$ cat src/hdl/i2crm_pkg.sv
// Shared types, codes and constants for the I2C register master.
package i2crm_pkg;

  localparam int COUNT_BITS_DEFAULT = 8;
  localparam int APB_ADDR_W         = 3;
  localparam int APB_DATA_W         = 32;

  localparam logic [15:0] PHASE_TICKS_RESET    = 16'd4;
  localparam logic [7:0]  ACK_POLL_LIMIT_RESET = 8'd100;

  localparam logic [1:0] CMD_TICK  = 2'd0;
  localparam logic [1:0] CMD_WRITE = 2'd1;
  localparam logic [1:0] CMD_READ  = 2'd2;

  localparam logic REG_PHASE_TICKS    = 1'b0;
  localparam logic REG_ACK_POLL_LIMIT = 1'b1;

  typedef enum logic [20:0] {
    PH_IDLE      = 21'h000001,
    PH_ST_SDA_HI = 21'h000002,
    PH_ST_SCL_HI = 21'h000004,
    PH_ST_SDA_LO = 21'h000008,
    PH_ST_SCL_LO = 21'h000010,
    PH_TX_SETUP  = 21'h000020,
    PH_TX_HIGH   = 21'h000040,
    PH_TX_TAIL   = 21'h000080,
    PH_ACK_REL   = 21'h000100,
    PH_ACK_SCLH  = 21'h000200,
    PH_ACK_POLL  = 21'h000400,
    PH_ACK_SCLL  = 21'h000800,
    PH_RX_REL    = 21'h001000,
    PH_RX_HIGH   = 21'h002000,
    PH_RX_LOW    = 21'h004000,
    PH_MACK_SDA  = 21'h008000,
    PH_MACK_SCLH = 21'h010000,
    PH_MACK_SCLL = 21'h020000,
    PH_SP_SDA_LO = 21'h040000,
    PH_SP_SCL_HI = 21'h080000,
    PH_SP_SDA_HI = 21'h100000
  } phase_t;

  typedef enum logic [3:0] {
    ST_ADDRW = 4'b0001,
    ST_REG   = 4'b0010,
    ST_DATA  = 4'b0100,
    ST_ADDRR = 4'b1000
  } stage_t;

  typedef struct packed {
    logic [1:0] cmd;
    logic [6:0] dev_addr;
    logic [7:0] target_reg;
    logic [7:0] byte_count;
    logic [7:0] wr_byte;
    logic       sda_in;
  } item_t;

  typedef struct packed {
    logic       scl;
    logic       sda_release;
    logic       busy_res;
    logic       byte_taken;
    logic [7:0] rd_byte;
    logic       rd_valid;
    logic       done_res;
    logic       nack_error;
  } result_t;

endpackage

$ cat src/hdl/i2c_register_master.sv
// I2C register master: tick-driven bus sequencer with APB configuration.
//
// Each accepted item is one timing tick of the bus sequencer. One tick is
// accepted per cycle while the output register is empty or freed; the
// whole sequencer update for a tick is a single pass of next-state logic
// between the state registers and the output register, which captures
// the result on acceptance. While a result waits for result_ready, a new
// tick is still taken if the output register is freed in the same cycle.
// Register phase_ticks (address 0) sets how many ticks each SCL/SDA step
// lasts, ack_poll_limit (address 4) how many high polls of SDA are tolerated
// before a missing acknowledge ends the transfer with stop and nack_error.
module i2c_register_master #(
  parameter int COUNT_BITS = i2crm_pkg::COUNT_BITS_DEFAULT
) (
  input  logic                              clk,
  input  logic                              rst,
  input  logic                              item_valid,
  output logic                              item_ready,
  input  i2crm_pkg::item_t                  item,
  output logic                              result_valid,
  input  logic                              result_ready,
  output i2crm_pkg::result_t                result,
  input  logic                              psel,
  input  logic                              penable,
  input  logic                              pwrite,
  input  logic [i2crm_pkg::APB_ADDR_W-1:0]  paddr,
  input  logic [i2crm_pkg::APB_DATA_W-1:0]  pwdata,
  output logic [i2crm_pkg::APB_DATA_W-1:0]  prdata,
  output logic                              pready
);
  import i2crm_pkg::*;

  logic [15:0]           phase_ticks;
  logic [7:0]            ack_poll_limit;

  phase_t                phase, phase_next;
  stage_t                stage, stage_next;
  logic [15:0]           tick_count, tick_count_next;
  logic [2:0]            bit_index, bit_index_next;
  logic [7:0]            shift_byte, shift_byte_next;
  logic [COUNT_BITS-1:0] bytes_left, bytes_left_next;
  logic [7:0]            poll_count, poll_count_next;
  logic [6:0]            device_latch, device_latch_next;
  logic [7:0]            register_latch, register_latch_next;
  logic                  read_mode, read_mode_next;
  logic                  scl_level, scl_level_next;
  logic                  sda_level, sda_level_next;
  logic                  err_flag, err_flag_next;

  result_t               result_next;
  logic                  advance;
  logic                  cfg_write;

  logic                  go;
  phase_t                go_phase;
  logic                  taken;
  logic                  rd_ok;
  logic                  done;
  logic                  nack;
  logic [COUNT_BITS+7:0] count_ext;

  assign pready     = 1'b1;
  assign cfg_write  = psel && penable && pwrite && pready;
  assign item_ready = !result_valid || result_ready;
  assign advance    = item_valid && item_ready;
  assign count_ext  = {{COUNT_BITS{1'b0}}, item.byte_count};

  always_comb begin
    case (paddr[2])
      REG_PHASE_TICKS:    prdata = {16'd0, phase_ticks};
      REG_ACK_POLL_LIMIT: prdata = {24'd0, ack_poll_limit};
      default:            prdata = '0;
    endcase
  end

  always_ff @(posedge clk) begin
    if (rst) begin
      phase_ticks    <= PHASE_TICKS_RESET;
      ack_poll_limit <= ACK_POLL_LIMIT_RESET;
    end else if (cfg_write) begin
      case (paddr[2])
        REG_PHASE_TICKS:    phase_ticks    <= pwdata[15:0];
        REG_ACK_POLL_LIMIT: ack_poll_limit <= pwdata[7:0];
        default: ;
      endcase
    end
  end

  always_comb begin
    phase_next          = phase;
    stage_next          = stage;
    tick_count_next     = tick_count;
    bit_index_next      = bit_index;
    shift_byte_next     = shift_byte;
    bytes_left_next     = bytes_left;
    poll_count_next     = poll_count;
    device_latch_next   = device_latch;
    register_latch_next = register_latch;
    read_mode_next      = read_mode;
    scl_level_next      = scl_level;
    sda_level_next      = sda_level;
    err_flag_next       = err_flag;
    go                  = 1'b0;
    go_phase            = PH_IDLE;
    taken               = 1'b0;
    rd_ok               = 1'b0;
    done                = 1'b0;
    nack                = 1'b0;

    case (phase)
      PH_IDLE: begin
        if (item.cmd inside {CMD_WRITE, CMD_READ}) begin
          device_latch_next   = item.dev_addr;
          register_latch_next = item.target_reg;
          bytes_left_next     = count_ext[COUNT_BITS-1:0];
          read_mode_next      = (item.cmd == CMD_READ);
          stage_next          = ST_ADDRW;
          err_flag_next       = 1'b0;
          bit_index_next      = 3'd0;
          poll_count_next     = 8'd0;
          go                  = 1'b1;
          go_phase            = PH_ST_SDA_HI;
        end
      end
      PH_ACK_POLL: begin
        if (!item.sda_in) begin
          go       = 1'b1;
          go_phase = PH_ACK_SCLL;
        end else if (poll_count >= ack_poll_limit) begin
          err_flag_next = 1'b1;
          go            = 1'b1;
          go_phase      = PH_SP_SDA_LO;
        end else begin
          poll_count_next = poll_count + 8'd1;
        end
      end
      default: begin
        tick_count_next = tick_count + 16'd1;
        if (tick_count_next >= phase_ticks) begin
          go = 1'b1;
          case (phase)
            PH_ST_SDA_HI: go_phase = PH_ST_SCL_HI;
            PH_ST_SCL_HI: go_phase = PH_ST_SDA_LO;
            PH_ST_SDA_LO: go_phase = PH_ST_SCL_LO;
            PH_ST_SCL_LO: begin
              if (stage == ST_ADDRR) begin
                shift_byte_next = {device_latch, 1'b1};
              end else begin
                stage_next      = ST_ADDRW;
                shift_byte_next = {device_latch, 1'b0};
              end
              bit_index_next = 3'd0;
              go_phase       = PH_TX_SETUP;
            end
            PH_TX_SETUP: go_phase = PH_TX_HIGH;
            PH_TX_HIGH: begin
              shift_byte_next = {shift_byte[6:0], 1'b0};
              bit_index_next  = bit_index + 3'd1;
              go_phase        = (bit_index_next == 3'd0) ? PH_TX_TAIL : PH_TX_SETUP;
            end
            PH_TX_TAIL:  go_phase = PH_ACK_REL;
            PH_ACK_REL:  go_phase = PH_ACK_SCLH;
            PH_ACK_SCLH: begin
              poll_count_next = 8'd0;
              go_phase        = PH_ACK_POLL;
            end
            PH_ACK_SCLL: begin
              case (stage)
                ST_ADDRW: begin
                  stage_next      = ST_REG;
                  shift_byte_next = register_latch;
                  bit_index_next  = 3'd0;
                  go_phase        = PH_TX_SETUP;
                end
                ST_REG, ST_DATA: begin
                  if (stage == ST_REG && read_mode) begin
                    stage_next = ST_ADDRR;
                    go_phase   = PH_ST_SDA_HI;
                  end else begin
                    if (stage == ST_DATA) begin
                      bytes_left_next = bytes_left - COUNT_BITS'(1);
                    end
                    if (bytes_left_next != '0) begin
                      taken           = 1'b1;
                      stage_next      = ST_DATA;
                      shift_byte_next = item.wr_byte;
                      bit_index_next  = 3'd0;
                      go_phase        = PH_TX_SETUP;
                    end else begin
                      go_phase = PH_SP_SDA_LO;
                    end
                  end
                end
                default: begin
                  if (bytes_left != '0) begin
                    bit_index_next = 3'd0;
                    go_phase       = PH_RX_REL;
                  end else begin
                    go_phase = PH_SP_SDA_LO;
                  end
                end
              endcase
            end
            PH_RX_REL: go_phase = PH_RX_HIGH;
            PH_RX_HIGH: begin
              shift_byte_next = {shift_byte[6:0], item.sda_in};
              bit_index_next  = bit_index + 3'd1;
              rd_ok           = (bit_index_next == 3'd0);
              go_phase        = PH_RX_LOW;
            end
            PH_RX_LOW:    go_phase = (bit_index == 3'd0) ? PH_MACK_SDA : PH_RX_HIGH;
            PH_MACK_SDA:  go_phase = PH_MACK_SCLH;
            PH_MACK_SCLH: go_phase = PH_MACK_SCLL;
            PH_MACK_SCLL: begin
              bytes_left_next = bytes_left - COUNT_BITS'(1);
              if (bytes_left_next != '0) begin
                bit_index_next = 3'd0;
                go_phase       = PH_RX_REL;
              end else begin
                go_phase = PH_SP_SDA_LO;
              end
            end
            PH_SP_SDA_LO: go_phase = PH_SP_SCL_HI;
            PH_SP_SCL_HI: go_phase = PH_SP_SDA_HI;
            PH_SP_SDA_HI: begin
              done     = 1'b1;
              nack     = err_flag;
              go_phase = PH_IDLE;
            end
            default: go_phase = PH_IDLE;
          endcase
        end
      end
    endcase

    if (go) begin
      phase_next      = go_phase;
      tick_count_next = 16'd0;
      case (go_phase)
        PH_IDLE: begin
          scl_level_next = 1'b1;
          sda_level_next = 1'b1;
        end
        PH_ST_SDA_HI, PH_ACK_REL, PH_RX_REL, PH_SP_SDA_HI: sda_level_next = 1'b1;
        PH_ST_SDA_LO, PH_SP_SDA_LO:                       sda_level_next = 1'b0;
        PH_TX_SETUP: begin
          scl_level_next = 1'b0;
          sda_level_next = shift_byte_next[7];
        end
        PH_MACK_SDA: sda_level_next = (bytes_left_next == COUNT_BITS'(1));
        PH_ST_SCL_HI, PH_TX_HIGH, PH_ACK_SCLH, PH_RX_HIGH, PH_MACK_SCLH,
        PH_SP_SCL_HI: scl_level_next = 1'b1;
        PH_ST_SCL_LO, PH_TX_TAIL, PH_ACK_SCLL, PH_RX_LOW,
        PH_MACK_SCLL: scl_level_next = 1'b0;
        default: ;
      endcase
    end

    result_next.scl         = scl_level_next;
    result_next.sda_release = sda_level_next;
    result_next.busy_res    = (phase_next != PH_IDLE);
    result_next.byte_taken  = taken;
    result_next.rd_byte     = rd_ok ? shift_byte_next : 8'd0;
    result_next.rd_valid    = rd_ok;
    result_next.done_res    = done;
    result_next.nack_error  = nack;
  end

  always_ff @(posedge clk) begin
    if (rst) begin
      phase          <= PH_IDLE;
      stage          <= ST_ADDRW;
      tick_count     <= 16'd0;
      bit_index      <= 3'd0;
      shift_byte     <= 8'd0;
      bytes_left     <= '0;
      poll_count     <= 8'd0;
      device_latch   <= 7'd0;
      register_latch <= 8'd0;
      read_mode      <= 1'b0;
      scl_level      <= 1'b1;
      sda_level      <= 1'b1;
      err_flag       <= 1'b0;
    end else if (advance) begin
      phase          <= phase_next;
      stage          <= stage_next;
      tick_count     <= tick_count_next;
      bit_index      <= bit_index_next;
      shift_byte     <= shift_byte_next;
      bytes_left     <= bytes_left_next;
      poll_count     <= poll_count_next;
      device_latch   <= device_latch_next;
      register_latch <= register_latch_next;
      read_mode      <= read_mode_next;
      scl_level      <= scl_level_next;
      sda_level      <= sda_level_next;
      err_flag       <= err_flag_next;
    end
  end

  always_ff @(posedge clk) begin
    if (rst) begin
      result_valid <= 1'b0;
    end else begin
      result_valid <= advance || (result_valid && !result_ready);
    end
  end

  always_ff @(posedge clk) begin
    if (advance) begin
      result <= result_next;
    end
  end

  a_idle_bus_high: assert property (@(posedge clk) disable iff (rst)
    phase == PH_IDLE |-> scl_level && sda_level)
    else $error("bus not released while idle");

  a_done_ends_busy: assert property (@(posedge clk) disable iff (rst)
    result_valid && result.done_res |-> !result.busy_res)
    else $error("done reported while still busy");

  a_nack_with_done: assert property (@(posedge clk) disable iff (rst)
    result_valid && result.nack_error |-> result.done_res)
    else $error("nack_error without done");

  a_read_write_excl: assert property (@(posedge clk) disable iff (rst)
    result_valid && result.rd_valid |-> !result.byte_taken && !result.scl)
    else $error("read byte reported outside the drop of SCL after a read bit");

endmodule

$ cat config.mk
export PLATFORM = sky130hd
export DESIGN_NAME = i2c_register_master
export DESIGN_NICKNAME = d
export VERILOG_FILES = /design/src/hdl/i2crm_pkg.sv /design/src/hdl/i2c_register_master.sv
export SDC_FILE = /design/constraint.sdc
export NUM_CORES = 1
export LEC_CHECK = 0
export ABC_AREA = 1
export BUFFER_PORTS_ARGS = -buffer_cell sky130_fd_sc_hd__clkbuf_2
export CAP_MARGIN = 15
export CORE_ASPECT_RATIO = 0.75
export CORE_MARGIN = 5
export CORE_UTILIZATION = 31
export CTS_CLUSTER_DIAMETER = 40
export DETAILED_ROUTE_END_ITERATION = 16
export HOLD_SLACK_MARGIN = 0.05
export PLACE_DENSITY = 0.59
export SYNTH_ARGS = -nofsm -noshare
export SYNTH_HDL_FRONTEND = slang
export SYNTH_SLANG_ARGS = --single-unit
$ cat constraint.sdc
create_clock -name clk -period 9.8 [get_ports clk]
set_clock_uncertainty 0.1 [all_clocks]
set_input_delay 1.47 -clock clk [delete_from_list [all_inputs] [get_ports clk]]
set_output_delay 1.47 -clock clk [all_outputs]
set_load 0.01 [all_outputs]
==> results.py, run 1 <==
metrics = {
    "logic_synthesis": {
        "synthDominantCellAreaShare_pct": 26.2,
        "synth-seq-cells": 127,
        "post_synth_num_cell_types": 58,
        "netlist.top_cell.by_area": "dfxtp_1",
        "mappedNetlistArea_um2": 8570,
        "ys.flop_type": "dfxtp_1",
        "synth_most_common_cell": "nand2_1",
        "synth_cells": 1297,
        "yosysWarnings": 0,
        "avgSynthCellArea_um2": 6.61,
        "synth_area_leaders": "dfxtp_1, nand2_1, inv_1, a21oi_1, o21ai_0",
        "synth_async_sr_flop_share_pct": 0,
        "synth_common_cells": "nand2_1, inv_1, nor2_1, a21oi_1, dfxtp_1",
        "number_of_enable_flip_flop_cells_after_synthesis": 15,
        "ys_seq_area_share_pct": 31.4,
    },
    "worst_setup_path": {
        "critical_path.startpoint_type": "flop",
        "critical_path.max_fanout": 19,
        "cp_num_buf_inv": 3,
        "r2r-end": "result[12]",
        "regToRegSetupSlack_ns": 4.52,
        "setup.worst_path.end_class": "flop",
        "r2r-start": "tick_count[0]",
        "rr_worst_depth": 23,
        "critical_path.most_common_cell": "nand3_1",
        "worst_path_largest_cell_delay_ns": 0.40,
        "timing.critical_path.arrival_ns": 5.32,
        "critical_path.top_delay_family": "simple AND/OR/NAND/NOR gates",
        "kind_of_critical_path": "flop to flop",
        "critical_path_required_ns": 9.84,
        "timing.critical_path.slowest_stage_cell": "dfxtp_1",
        "cp_cell_sequence": "nand3_1 > nor3b_2 > nand3_1 > nor3b_1 > nand3_1 > nor2_1 > nand4_1 > xnor2_1 > ha_1 > nand2_1 > nor3_1 > nand3_1 > nand3_2 > nor2_1 > inv_1 > nor2_1 > nor2_8 > inv_2 > a21oi_1 > inv_1 > or2_1 > nor3_1 > nand3_1",
    },
    "hold_path": {
        "hp-class": "flop to flop",
        "worstHoldPathCells": 2,
        "hold_start": "register_latch[5]",
        "holdPathEnd": "register_latch[5]",
    },
    "route": {
        "routedWlPerCell_um": 14.5,
        "detail_route.first_pass.iterations": 6,
        "initialDrtViolationCount": 617,
        "via_per_inst": 4.89,
        "routed_wl_um": 25000,
        "route.antenna.remaining_nets": 0,
        "drc_errors": 0,
        "via_count": 8455,
    },
    "cells_and_area": {
        "n_antenna_cell": 0,
        "layout-drive-gt1-share_pct": 14.2,
        "final_net_count": 1473,
        "area.growth.synth_to_final_pct": 14.0,
    },
    "timing": {
        "timing.max_slew.rel_slack_pct": 37.8,
        "final.min_clock_period_ns": 5.28,
        "total_neg_setup_slack_ns": 0,
        "rsz0062_at_grt": "no",
        "timing.final.hold_violations": 0,
        "maxSlewViolCount": 0,
        "fin_worst_hold_slack_ns": 0.361,
        "setup-violations-final": 0,
        "timing_worst_slew_pin_value_ns": 0.929,
        "post-route-period-util_pct": 53.9,
        "timing.fmax_ghz": 0.189,
    },
    "power": {
        "power_density_nw_per_um2": 144,
        "leakage_nw": 4.62,
        "max-vdd-ir-drop_mv": 0.0960,
    },
    "placed_design": {
        "gpl.final_weighted_congestion": 0.909,
        "hpwl_um": 18900,
        "placement.io_buffers": 90,
    },
    "global_routing": {
        "number_of_global_route_vias_before_repair": 7694,
        "overflow": 0,
        "first_pass_grt_wire_length_um": 40900,
        "number_of_antenna_violations_at_the_first_check_in_global_routing": 0,
        "grt_start_max_net_pins": 63,
        "grt_use_total_pct": 15.9,
    },
    "clock_network": {
        "insertion_delay_ns": 0.42,
        "cts_setup_buffers": 0,
        "numCtsBuffers": 17,
        "cts_root_buffer": "clkbuf_16",
        "post_cts_hold_buffer_count": 0,
        "cts-root-to-sink-buffers": 2,
        "path_clk_slew_ns": 0.06,
        "htreeDepth": 4,
        "tritoncts": "built",
        "clkSinkCount": 127,
        "post_cts_resized": 0,
    },
    "floorplanning": {
        "floorplan.core_area_um2": 27100,
        "io_pins": 126,
        "dieArea_um2": 31100,
        "row_count": 52,
        "floorplan.die.width_um": 202,
        "floorplan.initialDensity_pct": 31.6,
        "die_height_um": 154,
    },
    "outcome": {
        "run_status": "completed",
    },
    "run": {
        "max_cap_viol_count": 0,
    },
}
-- placed cells by master, fill, tap and decap left out, types with 25 or more instances in the layout --
cell type	Yosys	routed
nand2_1	251	251
inv_1	168	167
nor2_1	143	143
a21oi_1	123	123
dfxtp_1	112	112
o21ai_0	109	109
clkbuf_2	0	90
nand3_1	71	71
ha_1	33	33
nand4_1	25	25
-- cells by family (layout without fill, tap and decap cells) --
logic type / count (synthesis) / count (layout) / synth area share (%)
AOI/OAI and AO/OA: 295 / 295 / 18.9
xor gates and xnor gates: 18 / 18 / 1.84
adders and majority gates: 33 / 33 / 4.82
buffers and inverters: 252 / 317 / 12.5
DFF: 127 / 127 / 31.4
other: 2 / 17 / 0.0877
and+or+nand+nor: 570 / 570 / 30.5
-- metal layers --
layer	vias to the layer above	track usage (%)	wire (µm)
li1	4373	-	-
met1	3825	24.2	12800
met2	242	23.6	10400
met3	15	3.03	1670
met4	0	2.77	151
met5	-	0	0
-- where the power goes --
part / switching [mW] / internal [mW]
Clock: 0.249 / 0.377
Combinational: 0.149 / 0.0670
Sequential: 0.0185 / 0.547
Total: 0.417 / 0.991
-- state kept, by name, summed over array words and instances, names as in the netlist, 3 cells and up --
register,flops
register_latch,8
tick_count,16
poll_count,8
stage,4
phase_ticks,16
bit_index,3
shift_byte,8
bytes_left,8
device_latch,7
result,15
ack_poll_limit,8
phase,21
-- worst max-delay path by stage --
stage	from	to	slack, ns	depth (start not counted)
2_1_floorplan	tick_count[0]	result[12]	5.84	23
3_3_place_gp	tick_count[0]	result[12]	4.62	23
3_5_place_dp	tick_count[0]	result[12]	4.57	23
4_1_cts	tick_count[0]	result[12]	4.53	23
5_1_grt	tick_count[0]	result[12]	4.05	23
6_report	tick_count[0]	result[12]	4.52	23
-- cell type report --
| type | instances | area, µm² |
|---|---|---|
| clock buffer | 20 | 437 |
| sequential | 127 | 2690 |
| clock inverter | 12 | 139 |
| inverter | 191 | 721 |
| tap | 351 | 439 |
| multi-input combinational | 933 | 4860 |
| timing repair buffer | 94 | 480 |
| fill | 2915 | 17400 |
-- worst register-to-register path, cell delays in order, from the launching register on --
cell     delay, ns
dfxtp_1       0.40
nand3_1       0.19
nor3b_2       0.27
nand3_1       0.15
nor3b_1       0.36
nand3_1       0.19
nor2_1        0.20
nand4_1       0.12
xnor2_1       0.16
ha_1          0.30
nand2_1       0.09
nor3_1        0.28
nand3_1       0.13
nand3_2       0.36
nor2_1        0.08
inv_1         0.10
nor2_1        0.11
nor2_8        0.32
inv_2         0.20
a21oi_1       0.19
inv_1         0.07
or2_1         0.21
nor3_1        0.28
nand3_1       0.15
-- metrics by stage --
stage,area (µm²),util (%),cells,setup slack (ns),total power [mW]
2_1_floorplan,8620,-,1312,5.84,0.736
3_3_place_gp,9190,33.9,1696,4.62,0.789
3_5_place_dp,9190,33.9,1696,4.57,0.791
4_1_cts,9770,36.0,1728,4.53,1.42
5_1_grt,9770,36.0,1728,4.05,1.48
6_report,9770,36.0,1728,4.52,1.41
Power figures use the tool's default switching activity.
==> run 2: changes to the inputs <==
Clock period 9.8 ns to 5.4 ns, I/O delays scaled along.
==> results.py, run 2 (synthesis gave the netlist of run 1 again) <==
metrics = {
    "power": {
        "post-layout-total-power_mw": 2.52,
        "max-vdd-ir-drop_mv": 0.165,
        "leakage_nw": 4.63,
        "share_clk_of_total_power_pct": 43.6,
        "power_frac_comb_pct": 15.7,
        "switching_share_pct": 31.3,
        "power_density_nw_per_um2": 259,
        "internal_power_mw": 1.73,
        "p_sw_mw": 0.789,
        "share_seq_of_total_power_pct": 40.7,
    },
    "route": {
        "initialDrtViolationCount": 683,
        "routed_wl_um": 25500,
        "via_per_inst": 4.91,
        "route.antenna.remaining_nets": 0,
        "routedWlPerCell_um": 14.8,
        "via_count": 8484,
        "detail_route.first_pass.iterations": 5,
        "drc_errors": 0,
    },
    "cells_and_area": {
        "top_regs": "phase x21, phase_ticks x16, tick_count x16",
        "largest_register": "phase",
        "num-fill-cells": 2907,
        "final_cell_count_without_fillers": 1729,
        "final_common_cell": "nand2_1",
        "largest_register_ffs": 21,
        "final_net_count": 1474,
        "layout-drive-gt1-share_pct": 14.4,
        "area.growth.synth_to_final_pct": 13.8,
        "layout.cells.most_common_list": "nand2_1, inv_1, nor2_1",
        "n_antenna_cell": 0,
    },
    "worst_setup_path": {
        "cp_num_buf_inv": 3,
        "critical_path.top_delay_family": "simple AND/OR/NAND/NOR gates",
        "worst_path_largest_cell_delay_ns": 0.41,
        "timing.critical_path.slowest_stage_cell": "dfxtp_1",
        "timing.critical_path.arrival_ns": 4.85,
        "critical_path.max_fanout": 16,
        "regToRegSetupSlack_ns": 0.61,
        "critical_path.most_common_cell": "nand3_1",
        "r2r-start": "tick_count[0]",
        "r2r-end": "result[12]",
        "critical_path_required_ns": 5.46,
        "cp_cell_sequence": "ha_1 > nand3_1 > nor3b_1 > nand3_1 > nor3_1 > nand3_1 > nor2_1 > xor2_1 > ha_1 > nand2_1 > o21ai_0 > a21oi_1 > nand3_2 > buf_4 > nand2_8 > inv_2 > nand2_4 > inv_2 > a22oi_1 > o21ai_0 > nor3_1 > nand3_1",
        "kind_of_critical_path": "flop to flop",
        "setup.worst_path.end_class": "flop",
        "critical_path.startpoint_type": "flop",
        "rr_worst_depth": 22,
    },
    "timing": {
        "maxSlewViolCount": 0,
        "post-route-period-util_pct": 88.8,
        "fin_worst_hold_slack_ns": 0.361,
        "timing.final.hold_violations": 0,
        "rsz0062_at_grt": "no",
        "finalWorstSetupSlack_ns": 0.607,
        "total_neg_setup_slack_ns": 0,
        "setup-violations-final": 0,
        "final.min_clock_period_ns": 4.79,
        "timing_worst_slew_pin_value_ns": 1.01,
        "timing.fmax_ghz": 0.209,
        "timing.max_slew.rel_slack_pct": 32.8,
    },
    "hold_path": {
        "holdPathEnd": "poll_count[7]",
        "hp-class": "flop to flop",
        "hold_start": "poll_count[7]",
        "worstHoldPathCells": 1,
    },
    "clock_network": {
        "clkSinkCount": 127,
        "insertion_delay_ns": 0.44,
        "cts_root_buffer": "clkbuf_16",
        "post_cts_resized": 0,
        "post_cts_hold_buffer_count": 0,
        "htreeDepth": 4,
        "tritoncts": "built",
        "path_clk_slew_ns": 0.06,
        "cts_setup_buffers": 0,
        "numCtsBuffers": 17,
        "cts-root-to-sink-buffers": 2,
    },
    "run": {
        "max_cap_viol_count": 0,
    },
    "floorplanning": {
        "die_height_um": 154,
        "floorplan.core_area_um2": 27100,
        "io_pins": 126,
        "row_count": 52,
        "floorplan.die.width_um": 202,
        "dieArea_um2": 31100,
        "floorplan.initialDensity_pct": 31.6,
    },
    "global_routing": {
        "number_of_antenna_violations_at_the_first_check_in_global_routing": 0,
        "overflow": 0,
        "number_of_global_route_vias_before_repair": 7809,
        "first_pass_grt_wire_length_um": 41200,
        "grt_use_total_pct": 16.2,
        "grt_start_max_net_pins": 62,
    },
    "placed_design": {
        "place_worst_setup_slack_ns": 0.669,
        "placement.io_buffers": 90,
        "gpl.final_weighted_congestion": 0.922,
        "placed_cells_incl_taps": 1697,
        "hpwl_um": 19200,
    },
    "outcome": {
        "run_status": "completed",
    },
}
run 2: cell count changes in the layout (fill, tap and decap cells not counted), sizes merged:
| cell | before | now |
|---|---|---|
| buf | 4 | 5 |
| bufinv | 2 | 0 |
| clkbuf | 110 | 108 |
| clkinv | 8 | 6 |
| inv | 191 | 197 |
run 2: final cells by class:
type                    count  area [µm²]  share of cell area [%]
multi-input cells         933        4860                    49.8
flip-flops and latches    127        2690                    27.6
inverters                 191         721                    7.39
repair buffers             95         488                    5.00
clock buffers              18         450                    4.62
well taps                 351         439                    4.50
clock inverters            14         101                    1.04
run 2: worst max-delay path by stage:
stage,from,end,slack (ns),cells after the start
final,tick_count[0],result[12],0.61,22
after global routing,tick_count[0],result[12],0.03,23
after CTS,tick_count[0],result[12],0.64,23
after detailed placement,tick_count[0],result[12],0.67,23
after global placement,tick_count[0],result[12],0.76,23
after floorplan,tick_count[0],result[12],1.44,23
run 2: metal layers:
metal  GRT usage [%]  routed length [µm]  up-vias
met5               0                   0        -
met4            3.35                 257        0
met3            4.15                1620       24
met2            23.7               10500      219
met1            24.0               13100     3879
li1                -                   -     4362
run 2: metrics by stage:
stage	cell area, µm²	util (%)
after floorplan	8620	-
after global placement	9200	33.9
after detailed placement	9200	33.9
after CTS	9750	35.9
after global routing	9750	35.9
final	9750	35.9
run 2: power groups by stage:
stage / Combinational, mW / Clock [mW] / Sequential, mW
after floorplan: 0.297 / 0 / 1.04
after global placement: 0.386 / 0 / 1.05
after detailed placement: 0.390 / 0 / 1.05
after CTS: 0.392 / 1.12 / 1.03
after global routing: 0.447 / 1.17 / 1.03
final: 0.395 / 1.10 / 1.03
